**src/rtl/bresenham_line_stepper_defines.svh**
```systemverilog
// Assertion helpers shared by the RTL of the line stepper.
// In a synthesis build every macro expands to nothing.
`ifndef BRESENHAM_LINE_STEPPER_DEFINES_SVH
`define BRESENHAM_LINE_STEPPER_DEFINES_SVH

`ifndef SYNTHESIS

// Property checked at every rising edge, switched off while reset is low.
`define BLS_ASSERT(lbl, clk, rstn, prop, msg) \
    lbl: assert property (@(posedge clk) disable iff (!rstn) prop) else $error(msg);

// When the antecedent holds, the consequent must hold in the next cycle.
`define BLS_ASSERT_NEXT(lbl, clk, rstn, ante, cons, msg) \
    lbl: assert property (@(posedge clk) disable iff (!rstn) (ante) |=> (cons)) else $error(msg);

`else

`define BLS_ASSERT(lbl, clk, rstn, prop, msg)
`define BLS_ASSERT_NEXT(lbl, clk, rstn, ante, cons, msg)

`endif

`endif

```
**src/rtl/bls_pkg.sv**
```systemverilog
package bls_pkg;

    // Request kinds carried on the slave side tuser.
    typedef enum logic [0:0] {
        OP_START = 1'b0,
        OP_STEP  = 1'b1
    } t_op;

    // Depth of the command queue between front and back.
    localparam int QUEUE_DEPTH = 2;

endpackage

```
**src/rtl/bls_front.sv**
```systemverilog
module bls_front #(
    parameter int COORD_BITS = 11
) (
    input  logic                      i_op,
    input  logic [COORD_BITS-1:0]     i_start_x,
    input  logic [COORD_BITS-1:0]     i_start_y,
    input  logic [COORD_BITS-1:0]     i_end_x,
    input  logic [COORD_BITS-1:0]     i_end_y,
    output logic [5*COORD_BITS+2:0]   o_cmd
);
    import bls_pkg::*;

    typedef struct packed {
        t_op                   op;
        logic                  steep;
        logic                  neg;
        logic [COORD_BITS-1:0] maj0;
        logic [COORD_BITS-1:0] min0;
        logic [COORD_BITS-1:0] maj_end;
        logic [COORD_BITS-1:0] dmaj;
        logic [COORD_BITS-1:0] dmin;
    } t_cmd;

    logic                  x_gt;
    logic                  x_lt;
    logic                  y_gt;
    logic                  y_lt;
    logic [COORD_BITS-1:0] adx;
    logic [COORD_BITS-1:0] ady;
    t_cmd                  cmd;

    // Absolute deltas and the ordering of each coordinate pair.
    always_comb begin
        x_gt = i_start_x > i_end_x;
        x_lt = i_start_x < i_end_x;
        y_gt = i_start_y > i_end_y;
        y_lt = i_start_y < i_end_y;
        adx  = x_gt ? (i_start_x - i_end_x) : (i_end_x - i_start_x);
        ady  = y_gt ? (i_start_y - i_end_y) : (i_end_y - i_start_y);
    end

    // Classify the line and put the endpoints in walking order along the major axis.
    // Equal deltas count as steep, so a single-point line is steep as well.
    always_comb begin
        cmd       = '0;
        cmd.op    = t_op'(i_op);
        cmd.steep = !(ady < adx);
        if (!cmd.steep) begin
            cmd.dmaj    = adx;
            cmd.dmin    = ady;
            cmd.maj0    = x_gt ? i_end_x   : i_start_x;
            cmd.min0    = x_gt ? i_end_y   : i_start_y;
            cmd.maj_end = x_gt ? i_start_x : i_end_x;
            cmd.neg     = x_gt ? y_lt      : y_gt;
        end else begin
            cmd.dmaj    = ady;
            cmd.dmin    = adx;
            cmd.maj0    = y_gt ? i_end_y   : i_start_y;
            cmd.min0    = y_gt ? i_end_x   : i_start_x;
            cmd.maj_end = y_gt ? i_start_y : i_end_y;
            cmd.neg     = y_gt ? x_lt      : x_gt;
        end
    end

    assign o_cmd = cmd;

endmodule

```
**src/rtl/bls_queue.sv**
```systemverilog
module bls_queue #(
    parameter int DATA_W = 58
) (
    input  logic              i_clk,
    input  logic              i_rst_n,
    input  logic              i_push,
    input  logic [DATA_W-1:0] i_data,
    output logic              o_not_full,
    input  logic              i_pop,
    output logic              o_valid,
    output logic [DATA_W-1:0] o_data
);
    import bls_pkg::*;

    localparam int PTR_W = (QUEUE_DEPTH > 1) ? $clog2(QUEUE_DEPTH) : 1;
    localparam int CNT_W = $clog2(QUEUE_DEPTH + 1);

    logic [DATA_W-1:0] r_mem [QUEUE_DEPTH];
    logic [PTR_W-1:0]  r_wr_ptr;
    logic [PTR_W-1:0]  r_rd_ptr;
    logic [CNT_W-1:0]  r_count;
    logic              do_push;
    logic              do_pop;

    assign o_not_full = r_count != CNT_W'(QUEUE_DEPTH);
    assign o_valid    = r_count != '0;
    assign o_data     = r_mem[r_rd_ptr];
    assign do_push    = i_push && o_not_full;
    assign do_pop     = i_pop && o_valid;

    // Storage, pointers and fill count.
    always_ff @(posedge i_clk) begin
        if (do_push) begin
            r_mem[r_wr_ptr] <= i_data;
        end
        if (!i_rst_n) begin
            r_wr_ptr <= '0;
            r_rd_ptr <= '0;
            r_count  <= '0;
        end else begin
            if (do_push) begin
                r_wr_ptr <= (r_wr_ptr == PTR_W'(QUEUE_DEPTH - 1)) ? '0 : r_wr_ptr + 1'b1;
            end
            if (do_pop) begin
                r_rd_ptr <= (r_rd_ptr == PTR_W'(QUEUE_DEPTH - 1)) ? '0 : r_rd_ptr + 1'b1;
            end
            if (do_push && !do_pop) begin
                r_count <= r_count + 1'b1;
            end else if (do_pop && !do_push) begin
                r_count <= r_count - 1'b1;
            end
        end
    end

endmodule

```
**src/rtl/bls_back.sv**
```systemverilog
`include "bresenham_line_stepper_defines.svh"

module bls_back #(
    parameter int COORD_BITS = 11
) (
    input  logic                      i_clk,
    input  logic                      i_rst_n,
    input  logic                      i_cmd_valid,
    input  logic [5*COORD_BITS+2:0]   i_cmd,
    output logic                      o_cmd_pop,
    output logic                      o_pix_valid,
    input  logic                      i_pix_ready,
    output logic [COORD_BITS-1:0]     o_pixel_x,
    output logic [COORD_BITS-1:0]     o_pixel_y,
    output logic                      o_last_pixel
);
    import bls_pkg::*;

    localparam int DEC_W = COORD_BITS + 3;

    typedef struct packed {
        t_op                   op;
        logic                  steep;
        logic                  neg;
        logic [COORD_BITS-1:0] maj0;
        logic [COORD_BITS-1:0] min0;
        logic [COORD_BITS-1:0] maj_end;
        logic [COORD_BITS-1:0] dmaj;
        logic [COORD_BITS-1:0] dmin;
    } t_cmd;

    t_cmd                     cmd;
    logic                     r_active;
    logic                     r_steep;
    logic                     r_neg;
    logic [COORD_BITS-1:0]    r_maj;
    logic [COORD_BITS-1:0]    r_min;
    logic [COORD_BITS-1:0]    r_end;
    logic [COORD_BITS-1:0]    r_dmaj;
    logic [COORD_BITS-1:0]    r_dmin;
    logic signed [DEC_W-1:0]  r_dec;
    logic                     r_ovalid;
    logic [COORD_BITS-1:0]    r_ox;
    logic [COORD_BITS-1:0]    r_oy;
    logic                     r_olast;

    logic                     out_free;
    logic                     is_start;
    logic                     emit;
    logic                     at_end;
    logic signed [DEC_W-1:0]  two_dmin;
    logic signed [DEC_W-1:0]  two_dmaj;
    logic signed [DEC_W-1:0]  n_dec;
    logic signed [DEC_W-1:0]  start_dec;
    logic [COORD_BITS-1:0]    n_min;

    assign cmd      = i_cmd;
    assign out_free = !r_ovalid || i_pix_ready;
    assign is_start = cmd.op == OP_START;
    assign at_end   = r_maj == r_end;

    // A start or an idle step retires at once; a live step waits for the output slot.
    assign emit      = i_cmd_valid && !is_start && r_active && out_free;
    assign o_cmd_pop = i_cmd_valid && (is_start || !r_active || out_free);

    // Decision term arithmetic.
    always_comb begin
        two_dmin  = DEC_W'({r_dmin, 1'b0});
        two_dmaj  = DEC_W'({r_dmaj, 1'b0});
        start_dec = DEC_W'({cmd.dmin, 1'b0}) - DEC_W'(cmd.dmaj);
        if (r_dec > 0) begin
            n_dec = r_dec + (two_dmin - two_dmaj);
            n_min = r_neg ? r_min - 1'b1 : r_min + 1'b1;
        end else begin
            n_dec = r_dec + two_dmin;
            n_min = r_min;
        end
    end

    // Line state and the output register.
    always_ff @(posedge i_clk) begin
        if (!i_rst_n) begin
            r_active <= 1'b0;
            r_ovalid <= 1'b0;
        end else begin
            if (i_cmd_valid && is_start) begin
                r_active <= 1'b1;
                r_steep  <= cmd.steep;
                r_neg    <= cmd.neg;
                r_maj    <= cmd.maj0;
                r_min    <= cmd.min0;
                r_end    <= cmd.maj_end;
                r_dmaj   <= cmd.dmaj;
                r_dmin   <= cmd.dmin;
                r_dec    <= start_dec;
            end else if (emit) begin
                if (at_end) begin
                    r_active <= 1'b0;
                end else begin
                    r_maj <= r_maj + 1'b1;
                    r_min <= n_min;
                    r_dec <= n_dec;
                end
            end

            if (emit) begin
                r_ovalid <= 1'b1;
                r_ox     <= r_steep ? r_min : r_maj;
                r_oy     <= r_steep ? r_maj : r_min;
                r_olast  <= at_end;
            end else if (i_pix_ready) begin
                r_ovalid <= 1'b0;
            end
        end
    end

    assign o_pix_valid  = r_ovalid;
    assign o_pixel_x    = r_ox;
    assign o_pixel_y    = r_oy;
    assign o_last_pixel = r_olast;

    // The decision term stays between minus twice the major extent and twice the minor one.
    `BLS_ASSERT(a_dec_range, i_clk, i_rst_n, r_active |-> (r_dec >= -two_dmaj && r_dec <= two_dmin), "decision term out of range")
    // The walk never passes the final major coordinate.
    `BLS_ASSERT(a_major_bound, i_clk, i_rst_n, r_active |-> (r_maj <= r_end), "major coordinate passed the end")
    // Emitting the final pixel leaves the block idle.
    `BLS_ASSERT_NEXT(a_idle_after_last, i_clk, i_rst_n, emit && at_end, !r_active && r_olast, "line still active after last pixel")

endmodule

```
**src/rtl/bresenham_line_stepper.sv**
```systemverilog
// Channel    Direction  Fields (lowest bit first)
// s_axis     in         tuser: op; tdata: start_x, start_y, end_x, end_y
// m_axis     out        tdata: pixel_x, pixel_y; tlast: last_pixel
//
// One request is taken per clock while the command queue has room. A live step loads
// its pixel into the output register at the edge that takes it from the command queue.
// The rate is set by the back end's step unit: one add and compare per pixel.
// Reset (synchronous, active low) empties the queue and leaves the block idle.
// A stalled output holds its pixel; the two-entry queue absorbs the stall
// before s_axis tready falls.
module bresenham_line_stepper #(
    parameter int COORD_BITS = 11
) (
    input  logic                                  i_clk,
    input  logic                                  i_rst_n,
    input  logic                                  i_s_axis_tvalid,
    output logic                                  o_s_axis_tready,
    // start_x, start_y, end_x, end_y, zero padding
    input  logic [((4*COORD_BITS+7)/8)*8-1:0]     i_s_axis_tdata,
    // op
    input  logic                                  i_s_axis_tuser,
    output logic                                  o_m_axis_tvalid,
    input  logic                                  i_m_axis_tready,
    // pixel_x, pixel_y, zero padding
    output logic [((2*COORD_BITS+7)/8)*8-1:0]     o_m_axis_tdata,
    output logic                                  o_m_axis_tlast
);
    import bls_pkg::*;

    localparam int CMD_W  = 5 * COORD_BITS + 3;
    localparam int OUT_W  = ((2 * COORD_BITS + 7) / 8) * 8;

    logic [CMD_W-1:0]      front_cmd;
    logic [CMD_W-1:0]      q_cmd;
    logic                  q_valid;
    logic                  q_pop;
    logic [COORD_BITS-1:0] pixel_x;
    logic [COORD_BITS-1:0] pixel_y;

    // Classify each request as it arrives.
    bls_front #(
        .COORD_BITS (COORD_BITS)
    ) u_front (
        .i_op       (i_s_axis_tuser),
        .i_start_x  (i_s_axis_tdata[COORD_BITS-1:0]),
        .i_start_y  (i_s_axis_tdata[2*COORD_BITS-1:COORD_BITS]),
        .i_end_x    (i_s_axis_tdata[3*COORD_BITS-1:2*COORD_BITS]),
        .i_end_y    (i_s_axis_tdata[4*COORD_BITS-1:3*COORD_BITS]),
        .o_cmd      (front_cmd)
    );

    // Command queue between the two halves.
    bls_queue #(
        .DATA_W     (CMD_W)
    ) u_queue (
        .i_clk      (i_clk),
        .i_rst_n    (i_rst_n),
        .i_push     (i_s_axis_tvalid),
        .i_data     (front_cmd),
        .o_not_full (o_s_axis_tready),
        .i_pop      (q_pop),
        .o_valid    (q_valid),
        .o_data     (q_cmd)
    );

    // Line walker and output register.
    bls_back #(
        .COORD_BITS (COORD_BITS)
    ) u_back (
        .i_clk        (i_clk),
        .i_rst_n      (i_rst_n),
        .i_cmd_valid  (q_valid),
        .i_cmd        (q_cmd),
        .o_cmd_pop    (q_pop),
        .o_pix_valid  (o_m_axis_tvalid),
        .i_pix_ready  (i_m_axis_tready),
        .o_pixel_x    (pixel_x),
        .o_pixel_y    (pixel_y),
        .o_last_pixel (o_m_axis_tlast)
    );

    assign o_m_axis_tdata = OUT_W'({pixel_y, pixel_x});

endmodule
```
**config.mk**
```make
export PLATFORM = sky130hd
export DESIGN_NAME = bresenham_line_stepper
export DESIGN_NICKNAME = d
export VERILOG_FILES = /design/src/rtl/bls_pkg.sv /design/src/rtl/bls_front.sv /design/src/rtl/bls_queue.sv /design/src/rtl/bls_back.sv /design/src/rtl/bresenham_line_stepper.sv
export VERILOG_INCLUDE_DIRS = /design/src /design/src/rtl
export SDC_FILE = /design/constraint.sdc
export NUM_CORES = 1
export LEC_CHECK = 0
export ABC_AREA = 0
export BUFFER_PORTS_ARGS = -buffer_cell sky130_fd_sc_hd__buf_2
export CORE_MARGIN = 1
export CORE_UTILIZATION = 50
export DETAILED_ROUTE_END_ITERATION = 10
export PLACE_DENSITY = 0.67
export REMOVE_ABC_BUFFERS = 1
export SLEW_MARGIN = 10
export SYNTH_ARGS = -nofsm -noshare
export SYNTH_HDL_FRONTEND = slang
export SYNTH_SLANG_ARGS = --single-unit
```
**constraint.sdc**
```tcl
create_clock -name i_clk -period 7.94 [get_ports i_clk]
set_input_delay 0 -clock i_clk [delete_from_list [all_inputs] [get_ports i_clk]]
set_output_delay 0 -clock i_clk [all_outputs]
set_load 0.03 [all_outputs]
```
==> out/qor.yml, run 1 <==
period_share: 0.726
syn_to_final_growth_pct: 13.1
min_period_ps: 5770
critical-path-max-stage-delay_ps: 830
max_slew_margin: 0.322
cp-startpoint: "i_s_axis_tdata[17]"
pin_count: 80
wl_met1_um: 14300
die_area_um2: 28200
antenna_found_initial: 1
path_buf_inv: 7
synth.mux.area_fraction: 0.0952
synth_top_family_by_area: "compound AO/OA/AOI/OAI gates"
syn_avg_cell_area_um2: 10.9
clock_sinks: 217
clk_pin_slew_ps: 60
netlist-cell-type-count: 74
worst_setup_path_start_kind: "input port"
clockRootBuffer: "clkbuf_16"
synth_area_um2: 13800
final_cell_area_um2: 15600
nNetsFinal: 1508
wl_per_cell_um: 17.5
yosysSeqAreaShare: 0.469
cp-endpoint: "u_queue.r_mem[0][52]"
p_per_area_nw_per_um2: 339
slowest_stage: "o2bb2ai_4"
reg2reg_slack_ps: 3780
cp-end-kind: "register"
synth_compound_area_frac: 0.160
synth-seq-cells: 217
yosys.area_share.simple: 0.0841
grt_pass1_vias: 9081
rsz0062_at_grt: "false"
cts_resized: 0
reg2regPathDepth: 18
synth_edf_count: 210
vias_per_cell: 5.63
seq_area_um2: 6450
clkLatencyLatePin_ps: 540
final.setup.worst_slack_ps: 2170
ys_async_sr_fraction: 0
reg2reg_to: "u_back.r_dec[13]"
n_antenna_cell: 0
skew_ps: 22.4
critical_path_depth: 19
grt_start_max_net_pins: 60
multi_input_area_um2: 6670
num_vias: 9630
pre_cts_slack_ps: 2540
critPathMaxFanout: 48
drc: 0
maxSlewViolCount: 0
ir_worst_vdd_v: 0.000189
fillers: 2218
htree_num_levels: 1
synth_flop_cell: "edfxtp_1"
die_height_um: 168
finalHoldViolations: 0
wl_met2_um: 13900
synthXorXnorAreaFrac: 0.0430
setup_viol: 0
layout_common_cells: "edfxtp_1, a21oi_1, inv_1"
syn_inst: 1261
first_pass_iters: 5
antenna_left: 0
cp_top_family: "buffers and inverters"
drt_first_iter_violations: 690
start_util: 0.510
max-cap-violations: 0
cts_tree: "built"
wl_met3_um: 1390
port_buffers: 73
synthAdderAreaFrac: 0.0999
grt_pass1_wl_um: 47700
track_usage: 0.214
die_x_um: 168
hpwl_um: 21300
cp.arrival_ps: 6160
cts.path.max_buffers: 3
highest_layer: "met4"
status: "completed"
yosys_warnings: 0
crit_type: "in2reg"
worstPathCellList: "dlygate4sd3_1 > buf_2 > inv_1 > ha_1 > and3_2 > and4_4 > a21boi_4 > o2bb2ai_4 > buf_4 > mux2i_1 > xnor2_1 > inv_1 > ha_1 > o2111ai_1 > o21ai_4 > buf_4 > a211oi_1 > a21oi_1 > dlygate4sd3_1"
drive_gt1_frac: 0.147
worstMarginPinSlew_ps: 1020
rows: 60
drt-total-wl_um: 29900
overflow: 0
leakage_nw: 6.22
dpl_cell_area_um2: 14400
core-area_um2: 27000
final_common_cell: "edfxtp_1"
routabilityCongestion: 0.857
hp-class: "in2reg"
max_freq_mhz: 173
cp.required_ps: 8330
timing.rr.start: "u_back.r_dmin[0]"
cts_buffers: 25
-- routing by layer --
layer  track usage  vias to the layer above
li1              -                     4819
met1         0.307                     4581
met2         0.355                      201
met3        0.0205                       29
met4        0.0367                        0
met5             0                        -
-- worst min-delay path by stage --
stage / start / endpoint / slack (ps) / depth (start not counted)
2_1_floorplan: i_s_axis_tuser / u_queue.r_mem[0][57] / 100 / 0
3_3_place_gp: i_s_axis_tuser / u_queue.r_mem[0][57] / 190 / 1
3_5_place_dp: i_s_axis_tuser / u_queue.r_mem[0][57] / 190 / 1
4_1_cts: i_s_axis_tdata[12] / u_queue.r_mem[1][45] / 2 / 3
5_1_grt: i_s_axis_tdata[15] / u_queue.r_mem[1][48] / 30 / 3
6_report: i_s_axis_tdata[12] / u_queue.r_mem[1][45] / 10 / 3
-- state kept, by name (all words and copies together), names as in the netlist, named ones only --
signal               cells
u_queue.r_wr_ptr         1
u_queue.r_count          2
u_queue.r_mem          116
u_back.r_end            11
u_back.r_dmin           11
u_back.r_dec            14
u_back.r_min            11
u_back.r_neg             1
u_back.r_active          1
u_back.o_pixel_y        11
u_back.o_last_pixel      1
u_back.r_steep           1
u_queue.r_rd_ptr         1
u_back.o_pix_valid       1
u_back.r_dmaj           11
u_back.r_maj            11
u_back.o_pixel_x        11
-- cell families after synthesis --
| logic type | count (synthesis) |
|---|---|
| compound gates | 340 |
| xor+xnor | 65 |
| fa+ha+maj | 105 |
| buf+inv | 165 |
| flops | 217 |
| mux | 123 |
| other cells | 1 |
| simple gates | 245 |
-- power breakdown --
part	total, W	switching, W	internal [W]
Sequential	0.00183	0.000124	0.00171
Clock	0.00114	0.000452	0.000684
Combinational	0.00231	0.00137	0.000947
-- tightest hold or removal path, stage by stage --
cell	delay, ps
buf_2	140
a21oi_1	130
a21oi_1	100
-- stage by stage --
| stage | utilization | hold slack, ps | power, W | setup TNS [ps] | instances |
|---|---|---|---|---|---|
| finish | 0.577 | 14.5 | 0.00528 | 0 | 1710 |
| detailed placement | 0.535 | 194 | 0.00410 | 0 | 1630 |
| CTS | 0.577 | 1.75 | 0.00531 | 0 | 1710 |
| global placement | 0.535 | 194 | 0.00404 | 0 | 1630 |
| global route | 0.577 | 30.6 | 0.00565 | 0 | 1710 |
| floorplan | - | 98.9 | 0.00357 | -222680 | 1204 |
-- cells in the mapped netlist (all sizes together), types with 8 or more instances --
cell,n,share of area
fa,8,0.012
and3,11,0.0051
nor2b,17,0.0077
inv,107,0.029
a211oi,47,0.026
clkbuf,23,0.0063
and2,10,0.0045
edfxtp,210,0.46
buf,35,0.014
xor2,22,0.014
xnor2,43,0.029
mux2i,69,0.051
a21oi,130,0.048
nor3,12,0.0047
ha,97,0.088
o31ai,9,0.0049
a31oi,11,0.0050
o21a,12,0.0065
nand3,15,0.0055
nand2,45,0.012
a21o,28,0.015
mux2,54,0.044
nor2,105,0.029
o21ai,48,0.018
nand2b,8,0.0036
-- layout make-up --
| class | instances | share of cell area |
|---|---|---|
| Sequential cell | 217 | 0.414 |
| Multi-Input combinational cell | 880 | 0.428 |
| Tap cell | 341 | 0.0274 |
| Clock buffer | 34 | 0.0424 |
| Clock inverter | 12 | 0.00997 |
| Timing Repair Buffer | 119 | 0.0519 |
| Inverter | 107 | 0.0258 |
-- timing repair --
action	CTS	global route
hold buffers	34	0
buffers inserted	0	0
endpoints found under the hold margin	45	0
setup endpoints to repair	0	0
No activity file was read; power rests on OpenSTA's default activity.
==> inputs of run 2 (changes only) <==
PLACE_DENSITY = 0.7   (was 0.67)
clock period = 5.1 ns   (was 7.94 ns; I/O delays follow)
==> run 2 against run 1 <==
  * Via count up 1.1%
  * Largest power group unchanged
  * Combinational power up 61%
  * Count of clock-buffer cells in the layout down 6
  * Critical endpoint is now u_queue.r_mem[0][54]
  * Die area unchanged
  * Critical path depth up 1
==> out/qor.yml, run 2 (same netlist as run 1, synthesis figures left out) <==
rows: 60  # unchanged
cp.required_ps: 5350  # -2980 ps
reg2reg_to: "u_back.r_dec[13]"
status: "completed"
period_share: 0.945
drc: 0  # unchanged
worst_setup_path_start_kind: "input port"
p_total_w: 0.00826  # +56%
p_per_area_nw_per_um2: 530  # +56%
reg.largest.list: "u_queue.r_mem (116), u_back.r_dec (14)"
setup_viol: 0  # unchanged
skew_ps: 13.2  # -9.18 ps
regMostFlops: "u_queue.r_mem"
final.setup.worst_slack_ps: 280  # -1890 ps
cts_tree: "built"
finalHoldViolations: 0  # unchanged
nNetsFinal: 1515  # +0.46%
max-cap-violations: 0  # unchanged
overflow: 0  # unchanged
max_slew_margin: 0.369  # +0.0469
antenna_left: 0  # unchanged
clkLatencyLatePin_ps: 500  # -40 ps
reg2reg_slack_ps: 990  # -2790 ps
min_from: "i_s_axis_tdata[40]"
clk_pin_slew_ps: 60  # about the same
core-area_um2: 27000  # unchanged
fin_setup_tns_ps: 0  # unchanged
maxSlewViolCount: 0  # unchanged
wl_per_cell_um: 17.6  # +0.41%
cp-end-kind: "register"
drt-total-wl_um: 30100  # +0.64%
htree_num_levels: 1  # unchanged
pre_cts_slack_ps: 382  # -2160 ps
grt_pass1_vias: 9169  # +0.97%
vias_per_cell: 5.68  # +0.91%
holdPathStages: 3  # unchanged
num_vias: 9740  # +1.1%
min_period_ps: 4820
pin_count: 80  # unchanged
grt_start_max_net_pins: 74  # +23%
hpwl_um: 22000  # +3.2%
final_cell_area_um2: 15600  # +0.16%
ir_worst_vdd_v: 0.000262  # +39%
critPathMaxFanout: 37  # -23%
max_freq_mhz: 207
die_x_um: 168  # unchanged
rsz0062_at_grt: "false"
largest_register_ffs: 116  # unchanged
hp-class: "in2reg"
drive_gt1_frac: 0.162  # +0.0156
port_buffers: 73  # unchanged
cp.arrival_ps: 5060  # -1100 ps
crit_type: "in2reg"
reg2regPathDepth: 18  # unchanged
leakage_nw: 6.28  # +0.96%
layout_common_cells: "edfxtp_1, a21oi_1, inv_1"
clock_sinks: 217  # unchanged
routabilityCongestion: 0.872  # +1.8%
track_usage: 0.212  # -0.00198
dpl_cell_area_um2: 14500  # +0.76%
clockRootBuffer: "clkbuf_16"
n_antenna_cell: 0  # unchanged
timing.rr.start: "u_back.r_dmin[0]"
die_height_um: 168  # unchanged
worstMarginPinSlew_ps: 946  # -68.7 ps
antenna_found_initial: 0  # -1
die_area_um2: 28200  # unchanged
final_common_cell: "edfxtp_1"
grt_pass1_wl_um: 47500  # -0.54%
start_util: 0.510  # unchanged
syn_to_final_growth_pct: 13.3
hold_end: "u_queue.r_mem[1][29]"
cts_buffers: 23  # -8.0%
drt_first_iter_violations: 612  # -11%
cts.path.max_buffers: 3  # unchanged
first_pass_iters: 5  # unchanged
==> run 2: cell types whose count changed in the layout (fill, tap and decap cells not counted), sizes merged <==
cell,delta
buf,+22
bufinv,+1
clkbuf,-5
clkinv,+3
clkinvlp,-2
dlygate4sd3,-14
inv,-1
==> run 2: power by group <==
group | leakage [nW] | switching [W] | internal (W) | total, W
registers | 2.00 | 0.000189 | 0.00266 | 0.00284
logic | 3.91 | 0.00217 | 0.00154 | 0.00371
clock network | 0.375 | 0.000665 | 0.00103 | 0.00170
==> run 2: final cells by class <==
class	instances	area [µm²]
inverter	107	402
clock buffer	28	594
sequential	217	6450
timing repair buffer	128	883
multi-input combinational	880	6670
fill	2219	11400
tap	341	427
clock inverter	13	169
==> run 2: what timing repair did <==
action,CTS,global route
hold endpoints to repair,26,0
buffers inserted,0,9
resized for setup,0,1
hold buffers,20,0
setup endpoints to repair,0,15
==> run 2: metal layers <==
| layer | part of all wire | track usage | vias to the layer above | routed length, µm |
|---|---|---|---|---|
| met5 | 0 | 0 | - | 0 |
| met4 | 0.015 | 0.0427 | 0 | 451 |
| met3 | 0.047 | 0.0207 | 38 | 1400 |
| met2 | 0.46 | 0.351 | 255 | 14000 |
| met1 | 0.48 | 0.302 | 4626 | 14300 |
| li1 | - | - | 4821 | - |
==> run 2: worst max path at each step <==
stage                           endpoint  slack, ps          startpoint  cells past startpoint
floorplan           u_queue.r_mem[0][56]      -5250  i_s_axis_tdata[17]                     15
global placement    u_queue.r_mem[0][37]        530   i_s_axis_tdata[6]                     18
detailed placement  u_queue.r_mem[1][53]        380   i_s_axis_tdata[6]                     17
CTS                 u_queue.r_mem[0][54]         10  i_s_axis_tdata[28]                     19
global route        u_queue.r_mem[0][54]        0.4  i_s_axis_tdata[18]                     20
finish              u_queue.r_mem[0][54]        280  i_s_axis_tdata[18]                     20
==> run 2: critical path: stages <==
cell,delay [ps]
dlygate4sd3_1,520
buf_2,130
inv_1,70
ha_1,370
and3_2,270
and4_4,220
a21boi_4,150
o2bb2ai_4,340
buf_12,270
mux2i_1,250
xnor2_1,210
inv_1,80
ha_1,320
a2111oi_1,440
o21a_1,240
o21ai_4,110
buf_12,200
a211oi_1,210
a21oi_1,70
dlygate4sd3_1,570
==> run 2: through the flow <==
step / instances / util / hold slack, ps
global route: 1714 / 0.578 / 42.8
CTS: 1704 / 0.574 / 2.26
finish: 1714 / 0.578 / 17.2
global placement: 1643 / 0.539 / 188
detailed placement: 1643 / 0.539 / 194
floorplan: 1204 / - / 98.9
